## src/rtl/mm4_pkg.sv

```systemverilog
// Shared constants and types of the 4x4 fixed-point matrix multiplier.
`default_nettype none
package mm4_pkg;

  localparam int DIM      = 4;
  localparam int IDX_W    = $clog2(DIM);
  localparam int ADDR_W   = 2 * IDX_W;
  localparam int DEPTH    = DIM * DIM;
  localparam int SIZE_W   = 3;
  localparam int ELEM_W   = 32;
  localparam int FRAC_W   = 16;
  localparam int PROD_W   = 2 * ELEM_W;
  localparam int ACC_W    = PROD_W + IDX_W;
  localparam int OP_W     = 2;

  localparam logic [OP_W-1:0] OP_LOAD_A  = 2'd0;
  localparam logic [OP_W-1:0] OP_LOAD_B  = 2'd1;
  localparam logic [OP_W-1:0] OP_COMPUTE = 2'd2;

  localparam logic [SIZE_W-1:0] SIZE_RESET = SIZE_W'(DIM);

  localparam logic [ELEM_W-1:0] ELEM_MAX = {1'b0, {(ELEM_W-1){1'b1}}};
  localparam logic [ELEM_W-1:0] ELEM_MIN = {1'b1, {(ELEM_W-1){1'b0}}};

  typedef struct packed {
    logic              a_en;
    logic              b_en;
    logic [ADDR_W-1:0] addr;
    logic [ELEM_W-1:0] data;
  } store_wr_t;

  typedef struct packed {
    logic mul_en;
    logic acc_en;
    logic acc_clr;
  } mac_ctl_t;

endpackage
`default_nettype wire

```

## src/rtl/mm4_store.sv

```systemverilog
// Element stores for matrices A and B with registered read ports.
`default_nettype none
module mm4_store (
  input  wire logic                       clk,
  input  wire mm4_pkg::store_wr_t         wr,
  input  wire logic                       rd_en,
  input  wire logic [mm4_pkg::ADDR_W-1:0] rd_addr_a,
  input  wire logic [mm4_pkg::ADDR_W-1:0] rd_addr_b,
  output logic      [mm4_pkg::ELEM_W-1:0] rd_a,
  output logic      [mm4_pkg::ELEM_W-1:0] rd_b
);

  logic [mm4_pkg::ELEM_W-1:0] mem_a [mm4_pkg::DEPTH];
  logic [mm4_pkg::ELEM_W-1:0] mem_b [mm4_pkg::DEPTH];

  always_ff @(posedge clk) begin
    if (wr.a_en) begin
      mem_a[wr.addr] <= wr.data;
    end
    if (wr.b_en) begin
      mem_b[wr.addr] <= wr.data;
    end
    if (rd_en) begin
      rd_a <= mem_a[rd_addr_a];
      rd_b <= mem_b[rd_addr_b];
    end
  end

endmodule
`default_nettype wire

```

## src/rtl/mm4_mac.sv

```systemverilog
// Shared multiply-accumulate unit with Q16.16 rescale and saturation.
`default_nettype none
module mm4_mac (
  input  wire logic                       clk,
  input  wire mm4_pkg::mac_ctl_t          ctl,
  input  wire logic [mm4_pkg::ELEM_W-1:0] a,
  input  wire logic [mm4_pkg::ELEM_W-1:0] b,
  output logic      [mm4_pkg::ELEM_W-1:0] result,
  output logic                            ovf
);

  localparam int TOP_LSB = mm4_pkg::FRAC_W + mm4_pkg::ELEM_W - 1;

  logic signed [mm4_pkg::PROD_W-1:0] prod;
  logic signed [mm4_pkg::ACC_W-1:0]  acc;
  logic signed [mm4_pkg::ACC_W-1:0]  acc_base;
  logic        [mm4_pkg::ACC_W-TOP_LSB-1:0] top_bits;
  logic                              sign;

  always_ff @(posedge clk) begin
    if (ctl.mul_en) begin
      prod <= $signed(a) * $signed(b);
    end
    if (ctl.acc_en) begin
      acc <= acc_base + mm4_pkg::ACC_W'(prod);
    end
  end

  always_comb begin
    acc_base = ctl.acc_clr ? '0 : acc;
    top_bits = acc[mm4_pkg::ACC_W-1:TOP_LSB];
    sign     = acc[mm4_pkg::ACC_W-1];
    ovf      = sign ? (top_bits != '1) : (top_bits != '0);
    if (ovf) begin
      result = sign ? mm4_pkg::ELEM_MIN : mm4_pkg::ELEM_MAX;
    end else begin
      result = acc[TOP_LSB:mm4_pkg::FRAC_W];
    end
  end

endmodule
`default_nettype wire

```

## src/rtl/matrix_multiply_4x4_top.sv

```systemverilog
// Top level of the 4x4 fixed-point matrix multiplier: sequencer and ports.
//
// Input channel (in_valid / in_stall) takes one item per beat: opcode 0 or 1
// writes value into A or B at (row, col); opcode 2 starts a product of the
// leading active_size x active_size corners (active_size above 4 counts as 4;
// 0 starts nothing); opcode 3 is dropped. in_stall is high while a product is worked out.
// The product comes out on the output channel (out_valid / out_stall) in
// row-major order, one element per beat, with last on the final element
// and overflow where the element saturated to 32 bits.
// Each element is worked out on the one shared multiply-accumulate
// unit: a store read, a multiply and an accumulate per term, then the
// rescaled sum is taken into the output register.
// A finished element sits in the output register; the sequencer carries on
// with the next element and waits only while that register is full and stalled.
// The configuration channel (cfg_valid / cfg_ready) writes active_size;
// write it only while no product is in flight.
// Reset sets active_size to 4 and empties the output register; the
// element stores hold nothing defined until loaded.
`default_nettype none
module matrix_multiply_4x4_top (
  input  wire logic                        clk,
  input  wire logic                        rst,
  input  wire logic                        cfg_valid,
  output logic                             cfg_ready,
  input  wire logic [mm4_pkg::SIZE_W-1:0]  cfg_data,
  input  wire logic                        in_valid,
  output logic                             in_stall,
  input  wire logic [mm4_pkg::OP_W-1:0]    opcode,
  input  wire logic [mm4_pkg::IDX_W-1:0]   row,
  input  wire logic [mm4_pkg::IDX_W-1:0]   col,
  input  wire logic [mm4_pkg::ELEM_W-1:0]  value,
  output logic                             out_valid,
  input  wire logic                        out_stall,
  output logic      [mm4_pkg::IDX_W-1:0]   out_row,
  output logic      [mm4_pkg::IDX_W-1:0]   out_col,
  output logic      [mm4_pkg::ELEM_W-1:0]  out_value,
  output logic                             overflow,
  output logic                             last
);

  typedef enum logic [4:0] {
    S_IDLE = 5'b00001,
    S_READ = 5'b00010,
    S_MUL  = 5'b00100,
    S_ACC  = 5'b01000,
    S_DONE = 5'b10000
  } state_t;

  state_t state, state_next;

  logic [mm4_pkg::SIZE_W-1:0] active_size;
  logic [mm4_pkg::IDX_W-1:0]  last_idx;
  logic [mm4_pkg::IDX_W-1:0]  i, j, k;
  logic [mm4_pkg::IDX_W-1:0]  i_next, j_next, k_next;
  logic [mm4_pkg::SIZE_W-1:0] size_clip;
  logic                       in_accept;
  logic                       start;
  logic                       out_load;
  logic                       elem_last;
  logic                       k_end;

  mm4_pkg::store_wr_t         wr;
  mm4_pkg::mac_ctl_t          mac_ctl;
  logic [mm4_pkg::ELEM_W-1:0] rd_a, rd_b;
  logic [mm4_pkg::ELEM_W-1:0] mac_result;
  logic                       mac_ovf;

  assign cfg_ready = 1'b1;
  assign in_stall  = (state != S_IDLE);
  assign in_accept = in_valid && !in_stall;

  always_comb begin
    size_clip = (active_size > mm4_pkg::SIZE_RESET) ? mm4_pkg::SIZE_RESET : active_size;
    start     = in_accept && (opcode == mm4_pkg::OP_COMPUTE) && (size_clip != '0);
    wr.a_en   = in_accept && (opcode == mm4_pkg::OP_LOAD_A);
    wr.b_en   = in_accept && (opcode == mm4_pkg::OP_LOAD_B);
    wr.addr   = {row, col};
    wr.data   = value;
    k_end     = (k == last_idx);
    elem_last = (i == last_idx) && (j == last_idx);
    out_load  = (state == S_DONE) && (!out_valid || !out_stall);
    mac_ctl.mul_en  = (state == S_MUL);
    mac_ctl.acc_en  = (state == S_ACC);
    mac_ctl.acc_clr = (k == '0);
  end

  always_comb begin
    state_next = state;
    i_next     = i;
    j_next     = j;
    k_next     = k;
    unique case (state)
      S_IDLE: begin
        if (start) begin
          state_next = S_READ;
          i_next     = '0;
          j_next     = '0;
          k_next     = '0;
        end
      end
      S_READ: state_next = S_MUL;
      S_MUL:  state_next = S_ACC;
      S_ACC: begin
        if (k_end) begin
          state_next = S_DONE;
        end else begin
          k_next     = k + 1'b1;
          state_next = S_READ;
        end
      end
      S_DONE: begin
        if (out_load) begin
          k_next = '0;
          if (elem_last) begin
            state_next = S_IDLE;
          end else begin
            state_next = S_READ;
            if (j == last_idx) begin
              j_next = '0;
              i_next = i + 1'b1;
            end else begin
              j_next = j + 1'b1;
            end
          end
        end
      end
      default: state_next = S_IDLE;
    endcase
  end

  always_ff @(posedge clk) begin
    if (rst) begin
      state       <= S_IDLE;
      active_size <= mm4_pkg::SIZE_RESET;
      out_valid   <= 1'b0;
    end else begin
      state <= state_next;
      if (cfg_valid && cfg_ready) begin
        active_size <= cfg_data;
      end
      if (out_load) begin
        out_valid <= 1'b1;
      end else if (!out_stall) begin
        out_valid <= 1'b0;
      end
    end
  end

  always_ff @(posedge clk) begin
    i <= i_next;
    j <= j_next;
    k <= k_next;
    if (start) begin
      last_idx <= mm4_pkg::IDX_W'(size_clip - 1'b1);
    end
    if (out_load) begin
      out_row   <= i;
      out_col   <= j;
      out_value <= mac_result;
      overflow  <= mac_ovf;
      last      <= elem_last;
    end
  end

  mm4_store u_store (
    .clk       (clk),
    .wr        (wr),
    .rd_en     (state == S_READ),
    .rd_addr_a ({i, k}),
    .rd_addr_b ({k, j}),
    .rd_a      (rd_a),
    .rd_b      (rd_b)
  );

  mm4_mac u_mac (
    .clk    (clk),
    .ctl    (mac_ctl),
    .a      (rd_a),
    .b      (rd_b),
    .result (mac_result),
    .ovf    (mac_ovf)
  );

  a_start_reads: assert property (@(posedge clk) disable iff (rst)
    start |=> state == S_READ)
    else $error("compute item did not start a store read");

  a_term_count: assert property (@(posedge clk) disable iff (rst)
    state == S_ACC && k_end |=> state == S_DONE && k == $past(k))
    else $error("element finished before its last term");

  a_last_idle: assert property (@(posedge clk) disable iff (rst)
    out_load && elem_last |=> state == S_IDLE && out_valid && last)
    else $error("final element did not return the sequencer to idle");

  a_no_overwrite: assert property (@(posedge clk) disable iff (rst)
    out_valid && out_stall && state == S_DONE |=> state == S_DONE)
    else $error("sequencer advanced over a held result");

  a_busy_stall: assert property (@(posedge clk) disable iff (rst)
    state == S_MUL |-> in_stall && $past(state) == S_READ)
    else $error("multiply step out of order");

endmodule
`default_nettype wire

```

## config.mk

```make
export PLATFORM = sky130hd
export DESIGN_NAME = matrix_multiply_4x4_top
export DESIGN_NICKNAME = d
export VERILOG_FILES = /design/src/rtl/mm4_pkg.sv /design/src/rtl/mm4_store.sv /design/src/rtl/mm4_mac.sv /design/src/rtl/matrix_multiply_4x4_top.sv
export SDC_FILE = /design/constraint.sdc
export NUM_CORES = 2
export LEC_CHECK = 0
export BUFFER_PORTS_ARGS = -buffer_cell sky130_fd_sc_hd__buf_2
export CAP_MARGIN = 20
export CORE_ASPECT_RATIO = 0.6
export CORE_UTILIZATION = 50
export DETAILED_ROUTE_END_ITERATION = 7
export PLACE_DENSITY = 0.65
export SYNTH_ARGS = -nofsm -noshare
export SYNTH_HDL_FRONTEND = slang
export SYNTH_SLANG_ARGS = --single-unit
```

## constraint.sdc

```tcl
create_clock -name clk -period 9.65 [get_ports clk]
set_clock_uncertainty 0.15 [all_clocks]
set_input_delay 0.4825 -clock clk [delete_from_list [all_inputs] [get_ports clk]]
set_output_delay 0.4825 -clock clk [all_outputs]
set_load 0.1 [all_outputs]
```

==> metrics.md <==
| Metric | Value |
|---|---|
| Run status | completed |
| Final Critical Period | 9.094 ns |
| Relative max-transition margin | 21.03% |
| Final setup fails | 0 |
| Sum of overflow across all layers after global routing | 0 |
| Area grow syn2layout | 8.710% |
| Crit path DAT | 9.47 ns |
| Transition time of the tightest slew-check pin | 1.185 ns |
| Number of iterations in the first detailed-routing pass | 6 |
| Die footprint | 0.1758 mm^2 |
| Buffers from clock root to sink, at most | 3 |
| Data required time at the worst endpoint | 10.03 ns |
| Crit Path Category | flip-flop to flip-flop |
| Final RePlAce weighted congestion | 0.8962 |
| Number of pins with negative max-slew slack in the final report | 0 |
| Max Clock Freq | 0.1100 GHz |
| Post-cts sizing count | 0 |
| EDFF count, synth | 1,264 |
| Width of the die | 540.7 um |
| Share of async-settable or async-resettable flops after synthesis | 0% |
| Number of levels in the clock H-tree | 3 |
| Core region area | 0.1727 mm^2 |
| Number of maximum-capacitance constraint violations | 0 |
| Cells along the critical path | buf_4, nand2_1, fa_1, fa_1, fa_1, fa_1, inv_1, fa_1, fa_1, fa_1, fa_1, ha_1, nand4_1, nor4_1, buf_4, nand4_1, a211oi_1, buf_4, o2111ai_1, a31oi_1, o21ai_1, nand2b_1, a21oi_1, xnor2_1 |
| Most frequent cells in the layout | edfxtp_1, fa_1, inv_1 |
| Number of input and output port buffers inserted | 85 |
| Post-Route Setup TNS | 0 ns |
| RSZ-0062 raised after global routing | false |
| Clock tree from TritonCTS | yes |
| Flip-flop and latch count after synthesis | 1,273 |
| Fraction of layout instances using a drive strength above 1 | 12.44% |
| DP Worst Slack | 0.6994 ns |
| Clock-pin slew on the worst setup and hold paths | 0.08 ns |
| Effective utilization at floorplan | 50.40% |
| Slowest stage cell on the critical path | fa_1 |
| All-layer global routing usage | 24.45% |
| Average wire per cell in the routed design | 23.48 um |
| Most common library cell in the layout ignoring fill and taps | edfxtp_1 |
| Class of the worst hold path | input port to flip-flop |
| Final worst-path cycle share | 94.24% |
| Delay of the slowest critical-path stage | 0.88 ns |
| First-pass GRT wire length | 323,400 um |
| Pin count of the biggest net entering global routing | 130 |
| Residual antenna-violating net count after detailed routing | 0 |
| HPWL reported at the end of detailed placement | 149,900 um |
| Most frequently used flop master after synthesis | edfxtp_1 |
| Total CTS buffers | 117 |
| Number of clock sinks | 1,273 |
| Cells after synthesis | 6,359 |
| Synthesized area divided by synthesized cell count | 13.69 um^2 |
| Number of antenna violations at the first check in global routing | 8 |
| Routed wire length | 206,700 um |
| Number of hold-repair buffers added at the cts stage | 16 |
| Cell seen most often among critical-path stages | fa_1 |
| Number of distinct library cells after synthesis | 83 |
| Clock latency on the worst-skew pair | 0.79 ns |
| Crit. End Element | flip-flop |
| Net total in the final layout | 7,797 |
| Cell area after technology mapping | 0.08705 mm^2 |
| Worst Setup Start Kind | flip-flop |
| Via count of the first global-routing pass | 52,471 |
| Drt first-iter violations | 4,876 |
| Die height | 325.2 um |
| Endpoints failing hold | 0 |
| Clock root buffer | clkbuf_16 |
| Average vias per placed instance | 5.656 |
| Boundary Pins | 87 |
| DRC | 0 |
| Sequential area share after synthesis | 43.81% |
| Post-CTS repair timing setup buffer count | 0 |
| Row count | 118 |
| Count of yosys warnings during synthesis | 0 |
| CP max FO | 27 |
| Vias | 49,786 |
| Final worst setup slack | 0.5559 ns |
| Syn nets | 7,739 |
state kept, by name, indices dropped and copies added (netlist names):
register and cells:
i 2, u_store.rd_b 32, overflow 1, u_store.mem_b 512, u_store.rd_a 32, u_mac.acc 66, state 5, u_mac.prod 64
u_store.mem_a 512, out_value 32, last_idx 2, out_row 2, j 2, active_size 3, k 2, out_col 2
last 1, out_valid 1
metrics by stage:
stage / instance area (um^2) / std cells / utilization (%) / hold slack (ns)
after CTS: 94600 / 8796 / 54.76 / 0.005581
after global routing: 94630 / 8800 / 54.78 / 0.04524
after floorplan: 87050 / 6359 / - / 0.2744
after global placement: 90620 / 8559 / 52.46 / 0.3415
final: 94640 / 8802 / 54.78 / 0.06033
after detailed placement: 90640 / 8560 / 52.47 / 0.3488
final timing paths:
path                    startpoint                     to  slack, ns  depth (start not counted)
hold / removal           value[21]  u_store.mem_a[10][21]       0.06                          1
setup / recovery  u_store.rd_a[31]         u_mac.prod[55]       0.56                         24
setup reg to reg  u_store.rd_a[31]         u_mac.prod[55]       0.56                         24
hold reg to reg               i[0]             out_row[0]       0.36                          0
per-layer routing:
| metal | GRT usage (%) | wire, um | up-vias |
|---|---|---|---|
| li1 | - | - | 21369 |
| met4 | 4.919 | 4081 | 8 |
| met2 | 34.33 | 87300 | 1953 |
| met5 | 0 | 46 | - |
| met3 | 5.388 | 18660 | 208 |
| met1 | 39.05 | 96630 | 26248 |
cell families (layout without fill, tap and decap cells):
family | count (synthesis) | after routing | share of synthesized area (%)
mux | 322 | 322 | 8.302
other cells | 1 | 5 | 0.004308
xor+xnor | 140 | 140 | 1.409
compound gates | 446 | 446 | 3.495
buf+inv | 1346 | 1505 | 5.824
fa+ha+maj | 1334 | 1334 | 28.51
flops | 1273 | 1273 | 43.81
simple gates | 1497 | 1497 | 8.645
cell usage after synthesis (9+ instances only):
master	number	area [um^2]
a21oi_1	113	565.5
nor2_1	129	484.2
dfxtp_1	9	180.2
a31oi_1	15	93.84
a211oi_1	17	127.6
o21ai_1	27	135.1
inv_1	1022	3836
and2_1	520	3253
nand2b_1	34	212.7
buf_1	31	116.4
fa_1	1083	21680
nand2_1	583	2188
mux4_2	320	7207
o21ai_0	59	295.3
xnor2_1	91	797.0
a21o_1	88	660.6
nand4_1	32	200.2
o211ai_1	10	75.07
edfxtp_1	1264	37960
ha_1	251	3141
nor2b_1	80	500.5
xor2_1	49	429.2
nor3_1	25	125.1
clkbuf_1	282	1059
nand3_1	43	215.2
o21bai_1	21	157.7
nor4_1	10	62.56
o21a_1	16	120.1
and3_1	17	106.4
worst max-delay path: cells and delay by family, from the launching register on:
family,cells,cell delay (ns)
adders and majority gates,9,5.04
and+or+nand+nor,5,1.07
AOI/OAI and AO/OA,5,1.06
buffers and inverters,4,0.84
DFF,1,0.54
xor gates and xnor gates,1,0.13
layout make-up:
class / instances / area [um^2]
antenna: 4 / 10.01
clock buffer: 140 / 3034
clock inverter: 80 / 762.0
fill: 13919 / 78100
inverter: 1023 / 3840
multi-input combinational: 3740 / 44120
sequential: 1273 / 38140
tap: 2280 / 2853
timing repair buffer: 262 / 1879
Power is not shown: default switching activity piles up to over one toggle a cycle in this logic, so the estimate is an artifact.
